===== src/rtl/ipd_pkg.sv =====
// Shared types and constants for the pulse-distance IR decoder.
// Has no dependencies. The window unit, the top level and the checker import it.
package ipd_pkg;

	typedef enum logic [2:0] {
		ST_IDLE     = 3'd0,
		ST_RUN      = 3'd1,
		ST_TIMEOUT  = 3'd2,
		ST_OVERFLOW = 3'd3,
		ST_STOP     = 3'd4
	} status_t;

	typedef enum logic [2:0] {
		PH_HDR_SPACE = 3'd0,
		PH_HDR_MARK  = 3'd1,
		PH_BIT_SPACE = 3'd2,
		PH_BIT_MARK  = 3'd3,
		PH_AFTER_GAP = 3'd4,
		PH_ERROR     = 3'd5
	} phase_t;

	// Configuration register indexes.
	localparam logic [2:0] CFG_TOLERANCE    = 3'd0;
	localparam logic [2:0] CFG_HEADER_SPACE = 3'd1;
	localparam logic [2:0] CFG_HEADER_MARK  = 3'd2;
	localparam logic [2:0] CFG_BIT_SPACE    = 3'd3;
	localparam logic [2:0] CFG_ZERO_MARK    = 3'd4;
	localparam logic [2:0] CFG_ONE_MARK     = 3'd5;
	localparam logic [2:0] CFG_GAP          = 3'd6;
	localparam logic [2:0] CFG_END_TIMEOUT  = 3'd7;

	// Register values after reset.
	localparam logic [15:0] RST_TOLERANCE    = 16'd200;
	localparam logic [15:0] RST_HEADER_SPACE = 16'd3500;
	localparam logic [15:0] RST_HEADER_MARK  = 16'd1760;
	localparam logic [15:0] RST_BIT_SPACE    = 16'd435;
	localparam logic [15:0] RST_ZERO_MARK    = 16'd435;
	localparam logic [15:0] RST_ONE_MARK     = 16'd1295;
	localparam logic [15:0] RST_GAP          = 16'd30000;
	localparam logic [31:0] RST_END_TIMEOUT  = 32'd31000;

	localparam int unsigned GAP_COUNT_MAX = 3;

endpackage


===== src/rtl/ipd_window.sv =====
// Tolerance window check of one measured interval against one nominal interval.
// Depends on ipd_pkg only by convention; purely combinational.
module ipd_window
	import ipd_pkg::*;
(
	input  logic [15:0] nominal,
	input  logic [15:0] tolerance,
	input  logic [31:0] elapsed,
	output logic        hit
);

	logic [15:0] lo;
	logic [16:0] hi;

	// The lower bound stops at zero; the upper bound keeps its carry.
	always_comb begin
		lo  = (nominal > tolerance) ? (nominal - tolerance) : 16'd0;
		hi  = {1'b0, nominal} + {1'b0, tolerance};
		hit = (elapsed >= {16'd0, lo}) && (elapsed <= {15'd0, hi});
	end

endmodule


===== src/rtl/ir_pulse_distance_decoder.sv =====
// Pulse-distance IR remote decoder: input register, decode logic and result register.
// Depends on ipd_pkg and ipd_window.
//
// Usage: each input word carries one sampled receiver level with its microsecond
// timestamp, or a rearm command (operation = 1). Each accepted word yields exactly
// one result word: the run status, an optional decoded bit with its frame position,
// the running bit count and the frame-ready and error flags.
// Both channels use valid and stall; a word moves on a rising edge with valid high
// and stall low. The user must write the configuration registers through cfg_we,
// cfg_index and cfg_data only while the block is idle; the block does not enforce it.
// An accepted word passes from the input register through the decode logic into the
// result register. A word can be accepted every cycle while the output is not stalled;
// the throughput is then one word per cycle, the decoder state updating with each word.
// When the receiver stalls, the result register holds its word; the input register
// then fills and in_stall rises in the same cycle that out_stall holds the output.
// Reset clears both registers, returns every configuration register to its default
// and leaves the decoder idle, waiting for a low level to arm it.
module ir_pulse_distance_decoder
	import ipd_pkg::*;
#(
	parameter int unsigned FRAME_BITS = 128
) (
	input  logic        clk,
	input  logic        arst_n,
	// configuration
	input  logic        cfg_we,
	input  logic [2:0]  cfg_index,
	input  logic [31:0] cfg_data,
	// input channel
	input  logic        in_valid,
	output logic        in_stall,
	input  logic        operation,
	input  logic        line_level,
	input  logic [31:0] now_us,
	// output channel
	output logic        out_valid,
	input  logic        out_stall,
	output logic [2:0]  status,
	output logic        bit_valid,
	output logic        bit_value,
	output logic [6:0]  bit_index,
	output logic [7:0]  bit_count,
	output logic        frame_ready,
	output logic        decode_error
);

	localparam logic [7:0] FRAME_LIMIT = 8'(FRAME_BITS);

	// configuration registers
	logic [15:0] tolerance_q, header_space_q, header_mark_q, bit_space_q;
	logic [15:0] zero_mark_q, one_mark_q, gap_q;
	logic [31:0] end_timeout_q;

	// input register
	logic        valid_s1;
	logic        operation_s1;
	logic        level_s1;
	logic [31:0] now_s1;

	// decoder state
	status_t     status_q, status_n;
	phase_t      phase_q, phase_n;
	logic        prev_level_q, prev_level_n;
	logic [31:0] last_edge_q, last_edge_n;
	logic [7:0]  bits_q, bits_n;
	logic [1:0]  gap_count_q, gap_count_n;

	// result register
	logic        out_valid_q;
	status_t     status_s2;
	logic        bit_valid_s2, bit_value_s2, frame_ready_s2, decode_error_s2;
	logic [6:0]  bit_index_s2;
	logic [7:0]  bit_count_s2;

	logic        adv;
	logic [31:0] elapsed;
	logic        hit_hs, hit_hm, hit_bs, hit_zero, hit_one, hit_gap;
	logic        bv, bval;
	logic [6:0]  bidx;

	assign adv      = valid_s1 && (!out_valid_q || !out_stall);
	assign in_stall = valid_s1 && !adv;
	assign elapsed  = now_s1 - last_edge_q;

	always_ff @(posedge clk or negedge arst_n) begin
		if (!arst_n) begin
			tolerance_q    <= RST_TOLERANCE;
			header_space_q <= RST_HEADER_SPACE;
			header_mark_q  <= RST_HEADER_MARK;
			bit_space_q    <= RST_BIT_SPACE;
			zero_mark_q    <= RST_ZERO_MARK;
			one_mark_q     <= RST_ONE_MARK;
			gap_q          <= RST_GAP;
			end_timeout_q  <= RST_END_TIMEOUT;
		end else if (cfg_we) begin
			unique case (cfg_index)
				CFG_TOLERANCE:    tolerance_q    <= cfg_data[15:0];
				CFG_HEADER_SPACE: header_space_q <= cfg_data[15:0];
				CFG_HEADER_MARK:  header_mark_q  <= cfg_data[15:0];
				CFG_BIT_SPACE:    bit_space_q    <= cfg_data[15:0];
				CFG_ZERO_MARK:    zero_mark_q    <= cfg_data[15:0];
				CFG_ONE_MARK:     one_mark_q     <= cfg_data[15:0];
				CFG_GAP:          gap_q          <= cfg_data[15:0];
				CFG_END_TIMEOUT:  end_timeout_q  <= cfg_data;
			endcase
		end
	end

	ipd_window u_win_hs (.nominal(header_space_q), .tolerance(tolerance_q),
		.elapsed(elapsed), .hit(hit_hs));
	ipd_window u_win_hm (.nominal(header_mark_q), .tolerance(tolerance_q),
		.elapsed(elapsed), .hit(hit_hm));
	ipd_window u_win_bs (.nominal(bit_space_q), .tolerance(tolerance_q),
		.elapsed(elapsed), .hit(hit_bs));
	ipd_window u_win_zero (.nominal(zero_mark_q), .tolerance(tolerance_q),
		.elapsed(elapsed), .hit(hit_zero));
	ipd_window u_win_one (.nominal(one_mark_q), .tolerance(tolerance_q),
		.elapsed(elapsed), .hit(hit_one));
	ipd_window u_win_gap (.nominal(gap_q), .tolerance(tolerance_q),
		.elapsed(elapsed), .hit(hit_gap));

	always_comb begin
		status_n     = status_q;
		phase_n      = phase_q;
		prev_level_n = prev_level_q;
		last_edge_n  = last_edge_q;
		bits_n       = bits_q;
		gap_count_n  = gap_count_q;
		bv           = 1'b0;
		bval         = 1'b0;
		bidx         = 7'd0;

		if (operation_s1) begin
			status_n     = ST_IDLE;
			phase_n      = PH_HDR_SPACE;
			prev_level_n = 1'b1;
			last_edge_n  = 32'd0;
			bits_n       = 8'd0;
			gap_count_n  = 2'd0;
		end else if (status_q == ST_IDLE) begin
			if (!level_s1) begin
				status_n     = ST_RUN;
				last_edge_n  = now_s1;
				prev_level_n = 1'b0;
			end
		end else if (status_q == ST_RUN) begin
			prev_level_n = level_s1;
			if (bits_q >= FRAME_LIMIT) begin
				status_n = ST_OVERFLOW;
			end else if (elapsed > end_timeout_q) begin
				status_n = ST_TIMEOUT;
			end else if (prev_level_q != level_s1) begin
				last_edge_n = now_s1;
				unique case (phase_q)
					PH_HDR_SPACE: phase_n = hit_hs ? PH_HDR_MARK : PH_ERROR;
					PH_HDR_MARK:  phase_n = hit_hm ? PH_BIT_SPACE : PH_ERROR;
					PH_BIT_SPACE: phase_n = hit_bs ? PH_BIT_MARK : PH_ERROR;
					PH_BIT_MARK: begin
						if (hit_zero || hit_one) begin
							bv      = 1'b1;
							bval    = !hit_zero;
							bidx    = bits_q[6:0];
							bits_n  = bits_q + 8'd1;
							phase_n = PH_BIT_SPACE;
						end else if (hit_gap) begin
							phase_n = PH_AFTER_GAP;
							if (gap_count_q != 2'(GAP_COUNT_MAX)) begin
								gap_count_n = gap_count_q + 2'd1;
							end
						end else begin
							phase_n = PH_ERROR;
						end
					end
					PH_AFTER_GAP: begin
						// Only the first gap leads back into a header.
						if (gap_count_q == 2'd1) begin
							phase_n = hit_hs ? PH_HDR_MARK : PH_ERROR;
						end
					end
					default: phase_n = phase_q;
				endcase
				if (phase_n == PH_ERROR) begin
					status_n = ST_STOP;
				end
			end
		end
	end

	always_ff @(posedge clk or negedge arst_n) begin
		if (!arst_n) begin
			valid_s1 <= 1'b0;
		end else if (!in_stall) begin
			valid_s1 <= in_valid;
		end
	end

	always_ff @(posedge clk) begin
		if (in_valid && !in_stall) begin
			operation_s1 <= operation;
			level_s1     <= line_level;
			now_s1       <= now_us;
		end
	end

	always_ff @(posedge clk or negedge arst_n) begin
		if (!arst_n) begin
			status_q     <= ST_IDLE;
			phase_q      <= PH_HDR_SPACE;
			prev_level_q <= 1'b1;
			last_edge_q  <= 32'd0;
			bits_q       <= 8'd0;
			gap_count_q  <= 2'd0;
		end else if (adv) begin
			status_q     <= status_n;
			phase_q      <= phase_n;
			prev_level_q <= prev_level_n;
			last_edge_q  <= last_edge_n;
			bits_q       <= bits_n;
			gap_count_q  <= gap_count_n;
		end
	end

	always_ff @(posedge clk or negedge arst_n) begin
		if (!arst_n) begin
			out_valid_q <= 1'b0;
		end else if (adv) begin
			out_valid_q <= 1'b1;
		end else if (!out_stall) begin
			out_valid_q <= 1'b0;
		end
	end

	always_ff @(posedge clk) begin
		if (adv) begin
			status_s2       <= status_n;
			bit_valid_s2    <= bv;
			bit_value_s2    <= bval;
			bit_index_s2    <= bidx;
			bit_count_s2    <= bits_n;
			frame_ready_s2  <= ((status_n == ST_TIMEOUT) || (status_n == ST_OVERFLOW))
				&& (bits_n == FRAME_LIMIT);
			decode_error_s2 <= (phase_n == PH_ERROR) || (status_n == ST_STOP);
		end
	end

	assign out_valid    = out_valid_q;
	assign status       = status_s2;
	assign bit_valid    = bit_valid_s2;
	assign bit_value    = bit_value_s2;
	assign bit_index    = bit_index_s2;
	assign bit_count    = bit_count_s2;
	assign frame_ready  = frame_ready_s2;
	assign decode_error = decode_error_s2;

endmodule


===== config.mk =====
export PLATFORM = sky130hd
export DESIGN_NAME = ir_pulse_distance_decoder
export DESIGN_NICKNAME = d
export VERILOG_FILES = /design/src/rtl/ipd_pkg.sv /design/src/rtl/ipd_window.sv /design/src/rtl/ir_pulse_distance_decoder.sv
export SDC_FILE = /design/constraint.sdc
export NUM_CORES = 1
export LEC_CHECK = 0
export ABC_AREA = 0
export ABC_CLOCK_PERIOD_IN_PS = 8400
export BUFFER_PORTS_ARGS = -buffer_cell sky130_fd_sc_hd__buf_2
export CAP_MARGIN = 20
export CORE_MARGIN = 1
export CORE_UTILIZATION = 40
export CTS_CLUSTER_DIAMETER = 80
export DETAILED_ROUTE_END_ITERATION = 10
export MAX_ROUTING_LAYER = met4
export PLACE_DENSITY = 0.63
export RECOVER_POWER = 25
export SYNTH_ARGS = -nofsm -noshare
export SYNTH_HDL_FRONTEND = slang
export SYNTH_HIERARCHICAL = 1
export SYNTH_SLANG_ARGS = --single-unit

===== constraint.sdc =====
create_clock -name clk -period 8.4 [get_ports clk]
set_input_delay 1.26 -clock clk [delete_from_list [all_inputs] [get_ports clk]]
set_output_delay 1.26 -clock clk [all_outputs]
set_load 0.05 [all_outputs]

==> flow_metrics.py <==
metrics = {
    "power_and_ir_drop": {
        "power_frac_seq_pct": 14.9,
        "power.density_nw_per_um2": 385,
        "p_sw_share_pct": 50.9,
        "ir_drop_mv": 0.192,
        "pwr-share-comb_pct": 72.1,
        "p_int_mw": 5.71,
        "clkPwrFrac_pct": 13.0,
        "p_leak_nw": 13.5,
        "p_sw_mw": 5.91,
    },
    "sta": {
        "fin_crit_ns": 7.09,
        "tightestPinTransition_ns": 4.66,
        "whs_ns": 0.476,
        "hold_violations": 0,
        "max_slew_margin_pct": -211,
        "finalCritPeriodShare_pct": 84.4,
        "setup_tns_ns": 0,
        "skew_ns": 0.0155,
        "max_freq_ghz": 0.141,
        "setup_slack_ns": 1.31,
        "rsz0062_at_grt": "false",
        "slew_violations": 79,
        "setup_viol": 0,
    },
    "detailed_routing": {
        "via_per_inst": 5.75,
        "wire_per_inst_um": 20.7,
        "num_vias": 23600,
        "final_antenna_net_count": 0,
        "initialDrtViolationCount": 1867,
        "drc": 0,
        "totalWireLength_um": 85100,
        "first_pass_iters": 8,
    },
    "yosys": {
        "async_flop_share_pct": 77.7,
        "ys_warn_count": 6,
        "synth_seq_area_share_pct": 24.1,
        "synth_area_leaders": "ha_1 21%, dfrtp_1 13%, edfxtp_1 6.1%, mux2_2 6.1%, dfstp_2 4.6%",
        "syn_nets": 3671,
        "synth-seq-cells": 251,
        "syn-instance-count": 3127,
        "yosysTopAreaCell": "ha_1",
        "synth_cell_type_count": 106,
        "synth_area_um2": 27500,
        "postSynthAreaPerCell_um2": 8.80,
        "synth_top_area_share_pct": 20.8,
        "synth_edf_count": 56,
        "synthFlopType": "dfrtp_1",
    },
    "placement": {
        "routabilityCongestion": 0.945,
        "pre_cts_slack_ns": 1.39,
        "dp.cells": 4034,
        "portBuffers": 97,
        "place_area_um2": 29000,
        "hpwl_um": 61300,
    },
    "critical_path": {
        "slowest_stage": "or4_1",
        "arrival_ns": 7.47,
        "r2r_setup_slack_ns": 1.31,
        "critical_path_required_ns": 8.78,
        "path_cells": "inv_1 > ha_1 > inv_1 > fa_1 > a211oi_1 > o211ai_1 > a31oi_1 > o21bai_1 > a41o_1 > a41o_1 > a221o_1 > a21oi_1 > xnor2_1 > or4_1 > nor3_1 > o221a_2 > nor2_1 > or3_1 > o32ai_1 > o211ai_1 > or4_1 > nor4_2",
        "path_class": "flip-flop to flip-flop",
        "worstSetupEndpointType": "flip-flop",
        "slowest_delay_ns": 0.58,
        "crit_fanout": 7,
        "critPathLaunchType": "flip-flop",
    },
    "floorplan": {
        "die_width_um": 264,
        "initial_core_util_pct": 40.7,
        "core_area_um2": 67600,
        "die_height_um": 264,
        "boundaryPins": 98,
        "die_area_um2": 69800,
        "num_rows": 95,
    },
    "cts": {
        "cts_buffers": 36,
        "clk_pin_slew_ns": 0.06,
        "clockRootBuffer": "clkbuf_16",
        "post_cts_resized": 0,
        "clk_path_buf_depth": 3,
        "cts_setup_buffers": 0,
        "clock-sinks": 251,
        "clkLatencyLatePin_ns": 0.55,
        "htreeDepth": 2,
        "holdBufCountCts": 0,
        "cts_tree": "done",
    },
    "cells_and_area": {
        "drive_gt1_share_pct": 16.7,
        "reg.largest.list": "end_timeout_q (32), last_edge_q (32), now_s1 (32)",
        "stdcell_area_um2": 30200,
        "syn_to_final_growth_pct": 9.77,
        "instances_no_fill": 4105,
        "fin_nets": 3745,
        "final_cell_mix": "457 x ha_1, 307 x inv_1, 228 x nand2_1, 194 x a21oi_1, 191 x nor2_1",
        "layout_commonest_cell": "ha_1",
    },
    "grt": {
        "busiest_layer": "met2",
        "grt_pass1_vias": 22000,
        "use_met1_pct": 33.5,
        "globalRouteMet2Util_pct": 37.5,
        "antenna_found_initial": 2,
        "overflow": 0,
        "grt_usage_pct": 24.7,
        "grt_max_degree": 79,
        "grt_pass1_wl_um": 130000,
        "use_met3_pct": 3.62,
    },
    "outcome": {
        "run_status": "finished, violations left",
        "violations": "max-capacitance violations, max-slew violations",
    },
    "min_path": {
        "hp-class": "flip-flop to flip-flop",
    },
    "flow_run": {
        "drv_cap": 1,
    },
}
[cell type report]
| cell class | count | area [um2] |
|---|---|---|
| fill | 6636 | 37400 |
| clock buffer | 46 | 1040 |
| sequential | 251 | 6620 |
| antenna | 3 | 7.51 |
| timing repair buffer | 144 | 827 |
| multi-input combinational | 2454 | 19300 |
| tap | 873 | 1090 |
| clock inverter | 20 | 148 |
| inverter | 314 | 1180 |
[per-layer routing]
metal  vias to the layer above  share of wire (%)
met2                       738                 44
met5                         -                  0
met4                         0                3.3
li1                      11500                  -
met1                     11300                 46
met3                       122                6.1
[power by group through the flow]
stage / Sequential, mW / Clock, mW / Combinational, mW
after detailed placement: 1.75 / 0 / 8.17
after global routing: 1.77 / 1.60 / 9.32
final: 1.73 / 1.51 / 8.38
after CTS: 1.73 / 1.55 / 8.23
after global placement: 1.74 / 0 / 8.11
after floorplan: 1.74 / 0 / 6.03
[path summary, 6_finish.rpt]
kind,endpoint,cells after the start,from
setup / recovery,frame_ready$_DFFE_PP_,22,now_s1[0]$_DFFE_PP_
max in group asynchronous,tolerance_q[8]$_DFFE_PN0P_,2,arst_n
hold / removal,last_edge_q[22]$_DFFE_PN0P_,2,last_edge_q[22]$_DFFE_PN0P_
setup reg to reg,frame_ready$_DFFE_PP_,22,now_s1[0]$_DFFE_PP_
hold reg to reg,last_edge_q[22]$_DFFE_PN0P_,2,last_edge_q[22]$_DFFE_PN0P_
min in group asynchronous,bits_q[4]$_DFFE_PN0P_,1,arst_n
[cell usage after synthesis, types with 68 or more instances]
master / count
a21o_1: 76
a21oi_1: 197
dfrtp_1: 147
ha_1: 457
inv_1: 307
mux2_2: 148
nand2_1: 228
nand3_1: 68
nor2_1: 191
nor3_1: 70
o21ai_0: 148
xnor2_1: 113
[per-stage QoR]
stage               power, mW  util [%]
finish                   11.6      44.6
global route             12.7      44.6
CTS                      11.5      44.6
detailed placement       9.92      42.9
global placement         9.86      42.9
floorplan                7.77         -
[cells by family after synthesis]
logic type      Yosys count  synth area share [%]
buf+inv                 422                  6.32
flops                   251                  24.1
fa+ha+maj               470                  21.7
compound gates          791                  20.3
simple gates            887                  16.4
xor+xnor                148                  4.71
mux                     158                  6.42
[critical path, delay by kind of cell, from the launching register on]
kind / cells / cell delay (ns)
flops: 1 / 0.35
simple gates: 6 / 2.40
xor+xnor: 1 / 0.19
fa+ha+maj: 2 / 0.61
compound gates: 11 / 3.25
buf+inv: 2 / 0.14
No activity file was read; power rests on OpenSTA's default activity.
